## config.mk

```make
export PLATFORM = sky130hd
export DESIGN_NAME = stack_push_pull_sequencer
export DESIGN_NICKNAME = d
export VERILOG_FILES = /design/src/rtl/spps_pkg.sv /design/src/rtl/spps_ctrl.sv /design/src/rtl/spps_dp.sv /design/src/rtl/stack_push_pull_sequencer.sv
export VERILOG_INCLUDE_DIRS = /design/src /design/src/rtl
export SDC_FILE = /design/constraint.sdc
export NUM_CORES = 1
export LEC_CHECK = 0
export BUFFER_PORTS_ARGS = -buffer_cell sky130_fd_sc_hd__buf_2
export CORE_MARGIN = 1.5
export CORE_UTILIZATION = 35
export CTS_BUF_LIST = sky130_fd_sc_hd__clkbuf_16
export DETAILED_ROUTE_END_ITERATION = 16
export GPL_TIMING_DRIVEN = 0
export SYNTH_ARGS = -nofsm -noshare
export SYNTH_HDL_FRONTEND = slang
export SYNTH_HIERARCHICAL = 1
export SYNTH_SLANG_ARGS = --single-unit
```

## constraint.sdc

```tcl
create_clock -name clock -period 3.4 [get_ports clock]
set_clock_uncertainty 0.15 [all_clocks]
set_input_delay 0.34 -clock clock [delete_from_list [all_inputs] [get_ports clock]]
set_output_delay 0.34 -clock clock [all_outputs]
set_load 0.005 [all_outputs]
```

## src/rtl/stack_push_pull_sequencer_macros.svh

```systemverilog
// Assertion macros shared by the stack push/pull sequencer RTL.
`ifndef STACK_PUSH_PULL_SEQUENCER_MACROS_SVH
`define STACK_PUSH_PULL_SEQUENCER_MACROS_SVH

`ifndef ASSERT_OFF

// Same-cycle implication, disabled in reset.
`define SPPS_ASSERT_IMPL(label, clk, rst, ante, cons) \
   label: assert property (@(posedge clk) disable iff (rst) (ante) |-> (cons)) \
      else $error("spps assertion failed");

// Next-cycle implication, disabled in reset.
`define SPPS_ASSERT_NEXT(label, clk, rst, ante, cons) \
   label: assert property (@(posedge clk) disable iff (rst) (ante) |=> (cons)) \
      else $error("spps assertion failed");

`else

`define SPPS_ASSERT_IMPL(label, clk, rst, ante, cons)
`define SPPS_ASSERT_NEXT(label, clk, rst, ante, cons)

`endif

`endif

```

## src/rtl/spps_pkg.sv

```systemverilog
// Shared types, codes and the register decode function for the stack push/pull sequencer.
package spps_pkg;

   typedef enum logic [2:0] {
      OP_SET_SYS  = 3'd0,
      OP_SET_USR  = 3'd1,
      OP_PUSH_SYS = 3'd2,
      OP_PULL_SYS = 3'd3,
      OP_PUSH_USR = 3'd4,
      OP_PULL_USR = 3'd5
   } op_type;

   localparam logic [3:0] REG_CC = 4'd0;
   localparam logic [3:0] REG_A  = 4'd1;
   localparam logic [3:0] REG_B  = 4'd2;
   localparam logic [3:0] REG_DP = 4'd3;
   localparam logic [3:0] REG_X  = 4'd4;
   localparam logic [3:0] REG_Y  = 4'd5;
   localparam logic [3:0] REG_U  = 4'd6;
   localparam logic [3:0] REG_S  = 4'd7;
   localparam logic [3:0] REG_PC = 4'd8;

   localparam logic [1:0] COST_BYTE = 2'd2;
   localparam logic [1:0] COST_WORD = 2'd3;

   typedef enum logic {
      ST_IDLE = 1'b0,
      ST_RUN  = 1'b1
   } state_type;

   typedef struct packed {
      logic accept;   // take the request on the input channel
      logic step;     // emit one transfer into the output register
   } ctrl_cmd_type;

   typedef struct packed {
      logic req_runs;   // pending request is a push/pull with a nonempty mask
      logic last_bit;   // one mask bit left in the working mask
      logic slot_free;  // output register can take a transfer this cycle
      logic mask_live;  // working mask is nonzero
   } ctrl_status_type;

   // Mask bit position to register code; bit 6 names the other stack pointer.
   function automatic logic [3:0] reg_code(input logic [2:0] bit_idx, input logic user);
      logic [3:0] code;
      case (bit_idx)
         3'd0: code = REG_CC;
         3'd1: code = REG_A;
         3'd2: code = REG_B;
         3'd3: code = REG_DP;
         3'd4: code = REG_X;
         3'd5: code = REG_Y;
         3'd6: code = user ? REG_S : REG_U;
         3'd7: code = REG_PC;
         default: code = REG_CC;
      endcase
      return code;
   endfunction

endpackage

```

## src/rtl/spps_ctrl.sv

```systemverilog
// Sequencing state machine: request acceptance and per-transfer stepping.
`include "stack_push_pull_sequencer_macros.svh"

module spps_ctrl
   import spps_pkg::*;
(
   input  logic            clock,
   input  logic            reset,
   input  logic            req_tvalid,
   output logic            req_tready,
   input  ctrl_status_type status,
   output ctrl_cmd_type    cmd
);

   state_type state_ff;
   state_type state_in;

   always_ff @(posedge clock) begin
      if (reset) begin
         state_ff <= ST_IDLE;
      end else begin
         state_ff <= state_in;
      end
   end

   always_comb begin
      state_in   = state_ff;
      req_tready = 1'b0;
      cmd        = '0;
      case (state_ff)
         ST_IDLE: begin
            req_tready = 1'b1;
            cmd.accept = req_tvalid;
            if (req_tvalid && status.req_runs) begin
               state_in = ST_RUN;
            end
         end
         ST_RUN: begin
            cmd.step = status.slot_free;
            if (status.slot_free && status.last_bit) begin
               state_in = ST_IDLE;
            end
         end
         default: begin
            state_in = ST_IDLE;
         end
      endcase
   end

   // A run always has a transfer left to emit.
   `SPPS_ASSERT_IMPL(a_run_has_work, clock, reset, state_ff == ST_RUN, status.mask_live)

endmodule

```

## src/rtl/spps_dp.sv

```systemverilog
// Datapath: stack pointers, working mask, transfer decode and output register.
`include "stack_push_pull_sequencer_macros.svh"

module spps_dp
   import spps_pkg::*;
(
   input  logic            clock,
   input  logic            reset,
   input  ctrl_cmd_type    cmd,
   output ctrl_status_type status,
   input  logic [23:0]     req_tdata,
   input  logic [2:0]      req_tuser,
   output logic            rsp_tvalid,
   input  logic            rsp_tready,
   output logic [31:0]     rsp_tdata,
   output logic            rsp_tlast
);

   logic [15:0] sys_ptr_ff;
   logic [15:0] usr_ptr_ff;
   logic [7:0]  work_mask_ff;
   logic        is_push_ff;
   logic        is_user_ff;
   logic [4:0]  total_ff;

   logic        out_valid_ff;
   logic [15:0] out_addr_ff;
   logic        out_write_ff;
   logic [3:0]  out_code_ff;
   logic        out_word_ff;
   logic [1:0]  out_cost_ff;
   logic [4:0]  out_total_ff;
   logic        out_last_ff;

   logic [2:0]  operation;
   logic [7:0]  reg_mask;
   logic [15:0] pointer_value;
   logic        op_is_xfer;

   logic [2:0]  bit_idx;
   logic        word;
   logic [1:0]  cost;
   logic [15:0] cur_ptr;
   logic [15:0] xfer_addr;
   logic [15:0] ptr_in;
   logic [7:0]  mask_rem;
   logic [4:0]  total_in;

   assign operation     = req_tuser;
   assign reg_mask      = req_tdata[7:0];
   assign pointer_value = req_tdata[23:8];

   always_comb begin
      op_is_xfer = operation inside {OP_PUSH_SYS, OP_PULL_SYS, OP_PUSH_USR, OP_PULL_USR};
   end

   // Next bit: highest set for a push, lowest set for a pull.
   always_comb begin
      bit_idx = 3'd0;
      if (is_push_ff) begin
         for (int i = 0; i < 8; i++) begin
            if (work_mask_ff[i]) bit_idx = 3'(i);
         end
      end else begin
         for (int i = 7; i >= 0; i--) begin
            if (work_mask_ff[i]) bit_idx = 3'(i);
         end
      end
   end

   always_comb begin
      word      = bit_idx[2];
      cost      = word ? COST_WORD : COST_BYTE;
      cur_ptr   = is_user_ff ? usr_ptr_ff : sys_ptr_ff;
      xfer_addr = is_push_ff ? cur_ptr - {14'd0, word, ~word} : cur_ptr;
      ptr_in    = is_push_ff ? xfer_addr : cur_ptr + {14'd0, word, ~word};
      mask_rem  = work_mask_ff;
      mask_rem[bit_idx] = 1'b0;
      total_in  = total_ff + {3'd0, cost};
   end

   assign status.req_runs  = op_is_xfer && (reg_mask != 8'd0);
   assign status.last_bit  = (mask_rem == 8'd0);
   assign status.slot_free = ~out_valid_ff | rsp_tready;
   assign status.mask_live = (work_mask_ff != 8'd0);

   always_ff @(posedge clock) begin
      if (reset) begin
         sys_ptr_ff   <= '0;
         usr_ptr_ff   <= '0;
         out_valid_ff <= 1'b0;
      end else begin
         if (cmd.accept) begin
            if (operation == OP_SET_SYS) sys_ptr_ff <= pointer_value;
            if (operation == OP_SET_USR) usr_ptr_ff <= pointer_value;
         end
         if (cmd.step) begin
            if (is_user_ff) usr_ptr_ff <= ptr_in;
            else            sys_ptr_ff <= ptr_in;
            out_valid_ff <= 1'b1;
         end else if (rsp_tready) begin
            out_valid_ff <= 1'b0;
         end
      end
   end

   always_ff @(posedge clock) begin
      if (cmd.accept) begin
         work_mask_ff <= reg_mask;
         is_push_ff   <= (operation == OP_PUSH_SYS) || (operation == OP_PUSH_USR);
         is_user_ff   <= (operation == OP_PUSH_USR) || (operation == OP_PULL_USR);
         total_ff     <= '0;
      end else if (cmd.step) begin
         work_mask_ff <= mask_rem;
         total_ff     <= total_in;
      end
      if (cmd.step) begin
         out_addr_ff  <= xfer_addr;
         out_write_ff <= is_push_ff;
         out_code_ff  <= reg_code(bit_idx, is_user_ff);
         out_word_ff  <= word;
         out_cost_ff  <= cost;
         out_total_ff <= total_in;
         out_last_ff  <= (mask_rem == 8'd0);
      end
   end

   assign rsp_tvalid = out_valid_ff;
   assign rsp_tlast  = out_last_ff;
   assign rsp_tdata  = {3'd0, out_total_ff, out_cost_ff, out_word_ff, out_code_ff,
                        out_write_ff, out_addr_ff};

   `SPPS_ASSERT_NEXT(a_mask_drains, clock, reset, cmd.step && status.last_bit, work_mask_ff == 8'd0)
   `SPPS_ASSERT_NEXT(a_push_ptr_at_addr, clock, reset, cmd.step && is_push_ff, cur_ptr == out_addr_ff)
   `SPPS_ASSERT_IMPL(a_total_covers_cost, clock, reset, out_valid_ff, out_total_ff >= {3'd0, out_cost_ff})

endmodule

```

## src/rtl/stack_push_pull_sequencer.sv

```systemverilog
// Top level of the stack push/pull sequencer: controller plus datapath.
//
// Keeps the system (S) and user (U) stack pointers and turns each request
// transaction into a run of memory transfer descriptors. A set operation loads
// a pointer and produces nothing; a push walks the mask from PC down to CC with
// pre-decrement, a pull walks CC up to PC with post-increment, one transfer
// transaction per set mask bit, the final one flagged with rsp_tlast.
// Sequence: an idle controller takes a request, then one transfer is written
// into the output register per cycle while that register can take one; a push
// or pull holds the request side until its last transfer is written. Set
// operations, empty masks and unused operation codes do not start a run. The
// rate is set by the single pointer update and the one-deep output register:
// a stalled rsp side pauses the run. The last transfer of a request may still
// wait in the output register while the next request is taken. Pointers pulled
// from memory are not tracked here; load them afterwards with a set operation.
module stack_push_pull_sequencer
   import spps_pkg::*;
(
   input  logic        clock,
   input  logic        reset,
   input  logic        req_tvalid,
   output logic        req_tready,
   // [7:0] reg_mask, [23:8] pointer_value
   input  logic [23:0] req_tdata,
   // [2:0] operation
   input  logic [2:0]  req_tuser,
   output logic        rsp_tvalid,
   input  logic        rsp_tready,
   // [15:0] address, [16] is_write, [20:17] register_code, [21] is_word,
   // [23:22] access_cycles, [28:24] total_cycles, [31:29] zero
   output logic [31:0] rsp_tdata,
   output logic        rsp_tlast
);

   ctrl_cmd_type    cmd;
   ctrl_status_type status;

   // Controller: idle/run sequencing and handshake on the request side.
   spps_ctrl u_ctrl (
      .clock      (clock),
      .reset      (reset),
      .req_tvalid (req_tvalid),
      .req_tready (req_tready),
      .status     (status),
      .cmd        (cmd)
   );

   // Datapath: pointers, mask walk, descriptor build and output register.
   spps_dp u_dp (
      .clock      (clock),
      .reset      (reset),
      .cmd        (cmd),
      .status     (status),
      .req_tdata  (req_tdata),
      .req_tuser  (req_tuser),
      .rsp_tvalid (rsp_tvalid),
      .rsp_tready (rsp_tready),
      .rsp_tdata  (rsp_tdata),
      .rsp_tlast  (rsp_tlast)
   );

endmodule

```

=== Yosys cells after proc, flatten, opt, wreduce, memory -nomap -nowiden ===
Index checks and enable logic that the tools add are counted.

* Add/sub/neg operators: 3
* Magnitude comparators: 2
* Equality and inequality tests: 12
* Mux-type cells: 42
* Bitwise gates (word level): 6
* Reduce and logical (&&, ||, !) cells: 13

{| class="wikitable"
|+ Operators with widths
! cell !! number
|-
| $mux W16 || 11
|-
| $mux W3 || 13
|-
| $pmux W4 S8 || 1
|-
| $eq A3 B3 Y1 const B || 6
|-
| $add A16 B2 Y16 || 1
|-
| $mux W8 || 2
|-
| $sub A16 B2 Y16 || 1
|-
| $eq A3 B2 Y1 const B || 4
|-
| $mux W1 || 11
|-
| $and A8 B8 Y8 || 1
|-
| $logic_not A8 Y1 || 1
|-
| $not A8 Y8 || 1
|-
| $reduce_bool A8 Y1 || 1
|-
| $eq A3 B1 Y1 const B || 2
|-
| $logic_not A3 Y1 || 2
|-
| $add A5 B2 Y5 || 1
|-
| $logic_and A1 B1 Y1 || 4
|-
| $lt A3 B4 Y1 const B || 1
|-
| $mux W2 || 2
|-
| $reduce_bool A2 Y1 || 2
|-
| $reduce_bool A4 Y1 || 1
|-
| $demux W1 S3 || 1
|-
| $ge A3 B1 Y1 const B || 1
|-
| $not A1 Y1 || 3
|-
| 3 further kinds || 4
|}

* Bits in registers: 79
* Input bits: 31
* Output and inout port bits: 35

=== Longest topological paths before layout ===
* Depth in word-level cells: 19
* Gate-level depth with buffers: 14
* Depth with buffers taken out: 12

=== Hierarchy ===
The synthesis kept the hierarchy.

{| class="wikitable"
|+ By module, submodules not included
! module !! instances !! cells each !! area an instance (sq um) !! seq. area each (sq um)
|-
| spps_dp || 1 || 462 || 4529.3 || 1901.8
|-
| spps_ctrl || 1 || 6 || 53.8 || 20.0
|}

=== Worst setup path after synthesis ===
OpenSTA, ideal clock, no wires.

* Path type: flip-flop to flip-flop
* Start: register u_dp.work_mask_ff[5]
* End: register u_dp.sys_ptr_ff[14]
* Arrival: 3.089 ns
* Slack: 0.075 ns
* Stages on the path, launching flop included: 14
* Path buffers: 1
* Cells stage by stage: edfxtp_1 > or2_1 > nor3_1 > or2_2 > clkbuf_1 > ha_1 > inv_1 > fa_1 > nor2b_1 > o221ai_1 > nor2_1 > a32oi_1 > xnor2_1 > a211oi_1

* Cells in the longest elaborated chain, start to end: 13

{| class="wikitable"
|+ RTL lines
! element !! line !! source
|-
| start: declaration || spps_dp.sv:21 || <nowiki>logic [7:0] work_mask_ff;</nowiki>
|-
| start signal: assignment || spps_dp.sv:109 || <nowiki>work_mask_ff <= reg_mask;</nowiki>
|-
| start signal: assignment || spps_dp.sv:114 || <nowiki>work_mask_ff <= mask_rem;</nowiki>
|-
| $mux W3 (6 in a row) || spps_dp.sv:66 || <nowiki>if (work_mask_ff[i]) bit_idx = 3'(i);</nowiki>
|-
| $mux W3 * || spps_dp.sv:60 || <nowiki>if (is_push_ff) begin</nowiki>
|-
| $not A1 Y1 || spps_dp.sv:75, spps_dp.sv:76 ||
|-
| $sub A16 B2 Y16 || spps_dp.sv:75 || <nowiki>xfer_addr = is_push_ff ? cur_ptr - {14'd0, word, ~word} : cur_ptr;</nowiki>
|-
| $mux W16 || spps_dp.sv:75 ||
|-
| $mux W16 * || spps_dp.sv:76 || <nowiki>ptr_in = is_push_ff ? xfer_addr : cur_ptr + {14'd0, word, ~word};</nowiki>
|-
| $mux W16 * || spps_dp.sv:98 || <nowiki>if (is_user_ff) usr_ptr_ff <= ptr_in;</nowiki>
|-
| $mux W16 * || spps_dp.sv:97 || <nowiki>if (cmd.step) begin</nowiki>
|-
| end signal: assignment || spps_dp.sv:94 || <nowiki>if (operation == OP_SET_SYS) sys_ptr_ff <= pointer_value;</nowiki>
|-
| end signal: assignment || spps_dp.sv:99 || <nowiki>else sys_ptr_ff <= ptr_in;</nowiki>
|-
| end: declaration || spps_dp.sv:19 || <nowiki>logic [15:0] sys_ptr_ff;</nowiki>
|}

Every way passes the cells marked *; elsewhere a longest branch is shown, timed or not.
A chain may end at the register's enable or synchronous reset.

=== Worst setup path in the final report ===
* Start: register u_dp.work_mask_ff[1]
* End: register u_dp.sys_ptr_ff[15]

* Cells in the longest elaborated chain, start to end: 9

{| class="wikitable"
|+ RTL lines
! element !! line
|-
| $mux W3 * (2 in a row) || spps_dp.sv:66
|-
| $mux W3 * || spps_dp.sv:60
|-
| $not A1 Y1 || spps_dp.sv:75, spps_dp.sv:76
|-
| $sub A16 B2 Y16 || spps_dp.sv:75
|-
| $mux W16 || spps_dp.sv:75
|-
| $mux W16 * || spps_dp.sv:76
|-
| $mux W16 * || spps_dp.sv:98
|-
| $mux W16 * || spps_dp.sv:97
|}

Marked as above.

==> flow_summary.yaml <==
status:
  outcome: "finished, final reports clean"
placed_design:
  port_buffers: 61
  globalplace.congestion: 0.9518
  dp_hpwl_um: 9164
  post-place-cells: 702
  dpl_worst_slack_ns: -0.5557
synth:
  syn_area_mm2: 0.004579
  yosysWarnings: 6
  syn_inst: 467
  syn_area_per_cell_um2: 9.806
final_layout:
  fin_cells: 717
  nNetsFinal: 579
  drive_gt1_share_pct: 22.75
  diodes: 0
  syn_to_final_growth_pct: 19.32
  final_util_pct: 43.12
  nFillCells: 1273
floorplanning:
  die_width_um: 117.4
  rows: 41
  die_h_um: 117.4
  ios: 66
  die-area_mm2: 0.01378
  core-area_mm2: 0.01267
  start_util_pct: 36.14
worst_setup_path:
  critPathMaxFanout: 7
  path_common_cell: "or3_1"
  max_stage_delay_ns: 0.49
  cp_slowest_cell: "edfxtp_1"
  reg2reg_from: "u_dp/work_mask_ff[1]"
  reg2reg_to: "u_dp/sys_ptr_ff[15]"
  cp-end-kind: "flop"
  start_kind: "flop"
  r2r_slack_ns: 0.15
  cp_data_arrival_time_ns: 3.31
  rr_worst_depth: 10
  cp.required_ns: 3.47
  path_cells: "nor4_2, nor2_1, or2_4, ha_1, nand2b_1, a211o_1, or3_1, o22ai_4, nor3_1, or3_1"
  critPathKind: "reg2reg"
drt:
  routed_via_density: 5.446
  vias: 3905
  wirelength_um: 12400
  drc: 0
  drtPass1Iterations: 5
  drt_iter0_drc: 295
  wl_per_cell_um: 17.30
  ant_nets: 0
sta:
  slew_headroom_pct: 37.16
  tns_ns: 0
  post-route-min-period_ns: 3.246
  setup_viol: 0
  final.setup.worst_slack_ns: 0.1542
  period_share_pct: 95.46
  tightest_slew_ns: 0.9397
  hold_viol_final: 0
  drv_slew: 0
  fmax_mhz: 308.1
global_routing:
  grt_pass1_vias: 3873
  grt_start_max_net_pins: 30
  grt_pass1_wl_um: 19900
  track_usage_pct: 18.29
  overflow: 0
  antenna_found_initial: 0
clocking:
  clkSinkCount: 77
  cts_buffer_depth: 2
  cts_tree: "done"
  clk_latency_ns: 0.34
  h-tree-depth: 3
  clk_pin_slew_worst_paths_ns: 0.06
  root_buffer: "clkbuf_16"
  numCtsBuffers: 9
job:
  drv_cap: 0
min_path:
  hold_depth: 2
  whs_endpoint: "u_ctrl/state_ff"
  hp-class: "in2reg"
  holdCritStartpoint: "reset"
pwr:
  total_power_mw: 2.665
  p_leak_nw: 1.952
  powerDensity_mw_per_mm2: 487.7
  ir_drop_mv: 0.1875
## sequential cells by signal (all words and copies together), names as in the netlist, 4 cells and up
| register | cells |
|---|---|
| u_dp/out_code_ff | 4 |
| u_dp/out_total_ff | 5 |
| u_dp/total_ff | 5 |
| u_dp/sys_ptr_ff | 16 |
| u_dp/work_mask_ff | 8 |
| u_dp/out_addr_ff | 16 |
| u_dp/usr_ptr_ff | 16 |
## per-stage QoR
step | area, µm² | hold slack (ns)
2_1_floorplan | 4587 | 0.2680
3_3_place_gp | 5107 | 0.3230
3_5_place_dp | 5107 | 0.3226
4_1_cts | 5411 | 0.04912
5_1_grt | 5464 | 0.06085
6_report | 5464 | 0.05778
## worst max-delay path by stage
stage                              start                   to  slack (ns)
detailed placement       u_dp/is_user_ff  u_dp/sys_ptr_ff[14]       -0.56
CTS                 u_dp/work_mask_ff[5]   u_dp/usr_ptr_ff[8]        0.02
floorplan           u_dp/work_mask_ff[5]  u_dp/sys_ptr_ff[14]        0.14
global route        u_dp/work_mask_ff[1]   u_dp/usr_ptr_ff[9]       -0.01
finish              u_dp/work_mask_ff[1]  u_dp/sys_ptr_ff[15]        0.15
global placement         u_dp/is_user_ff  u_dp/sys_ptr_ff[14]       -0.49
## area by class of cell
class                           instances  area (µm²)  area share, %
Multi-Input combinational cell        347        2529          46.28
Sequential cell                        77        1922          35.17
Timing Repair Buffer                   63       320.3          5.862
Clock buffer                           10       250.2          4.580
Tap cell                              172       215.2          3.939
Buffer                                 29       156.4          2.862
Inverter                               13       48.80         0.8931
Clock inverter                          6       22.52         0.4122
## cell usage in the layout (no fill, tap or decap), types with 19 or more instances in the layout
cell type	n
xnor2_1	19
nand2_1	20
mux2i_1	24
dfxtp_1	39
edfxtp_1	38
a211oi_1	43
nor2b_1	20
nor2_1	39
o21ai_0	21
buf_2	66
## critical path: cells and delay by family, from the launching register on
family                     cells  cell delay, ns
AOI/OAI and AO/OA              2            0.51
and+or+nand+nor                7            1.67
adders and majority gates      1            0.31
DFF                            1            0.49
## power breakdown
part | leakage [nW] | total, mW | switching [mW] | internal, mW
Sequential | 0.683 | 1.15 | 0.0685 | 1.08
Combinational | 1.13 | 0.631 | 0.371 | 0.260
Clock | 0.144 | 0.883 | 0.361 | 0.523
## metal layers
metal	global-route usage [%]	up-vias	routed length, µm
met4	8.025	0	235
met2	28.75	140	5677
met5	0	-	0
met3	2.724	18	792
met1	24.97	1869	5698
li1	-	1878	-
## repair_timing
action	4_1_cts	5_1_grt
setup buffers	1	1
hold buffers	0	0
endpoints found under the setup margin	26	19
pin swaps	0	2
gates resized for setup	7	10
Power figures use the tool's default switching activity.
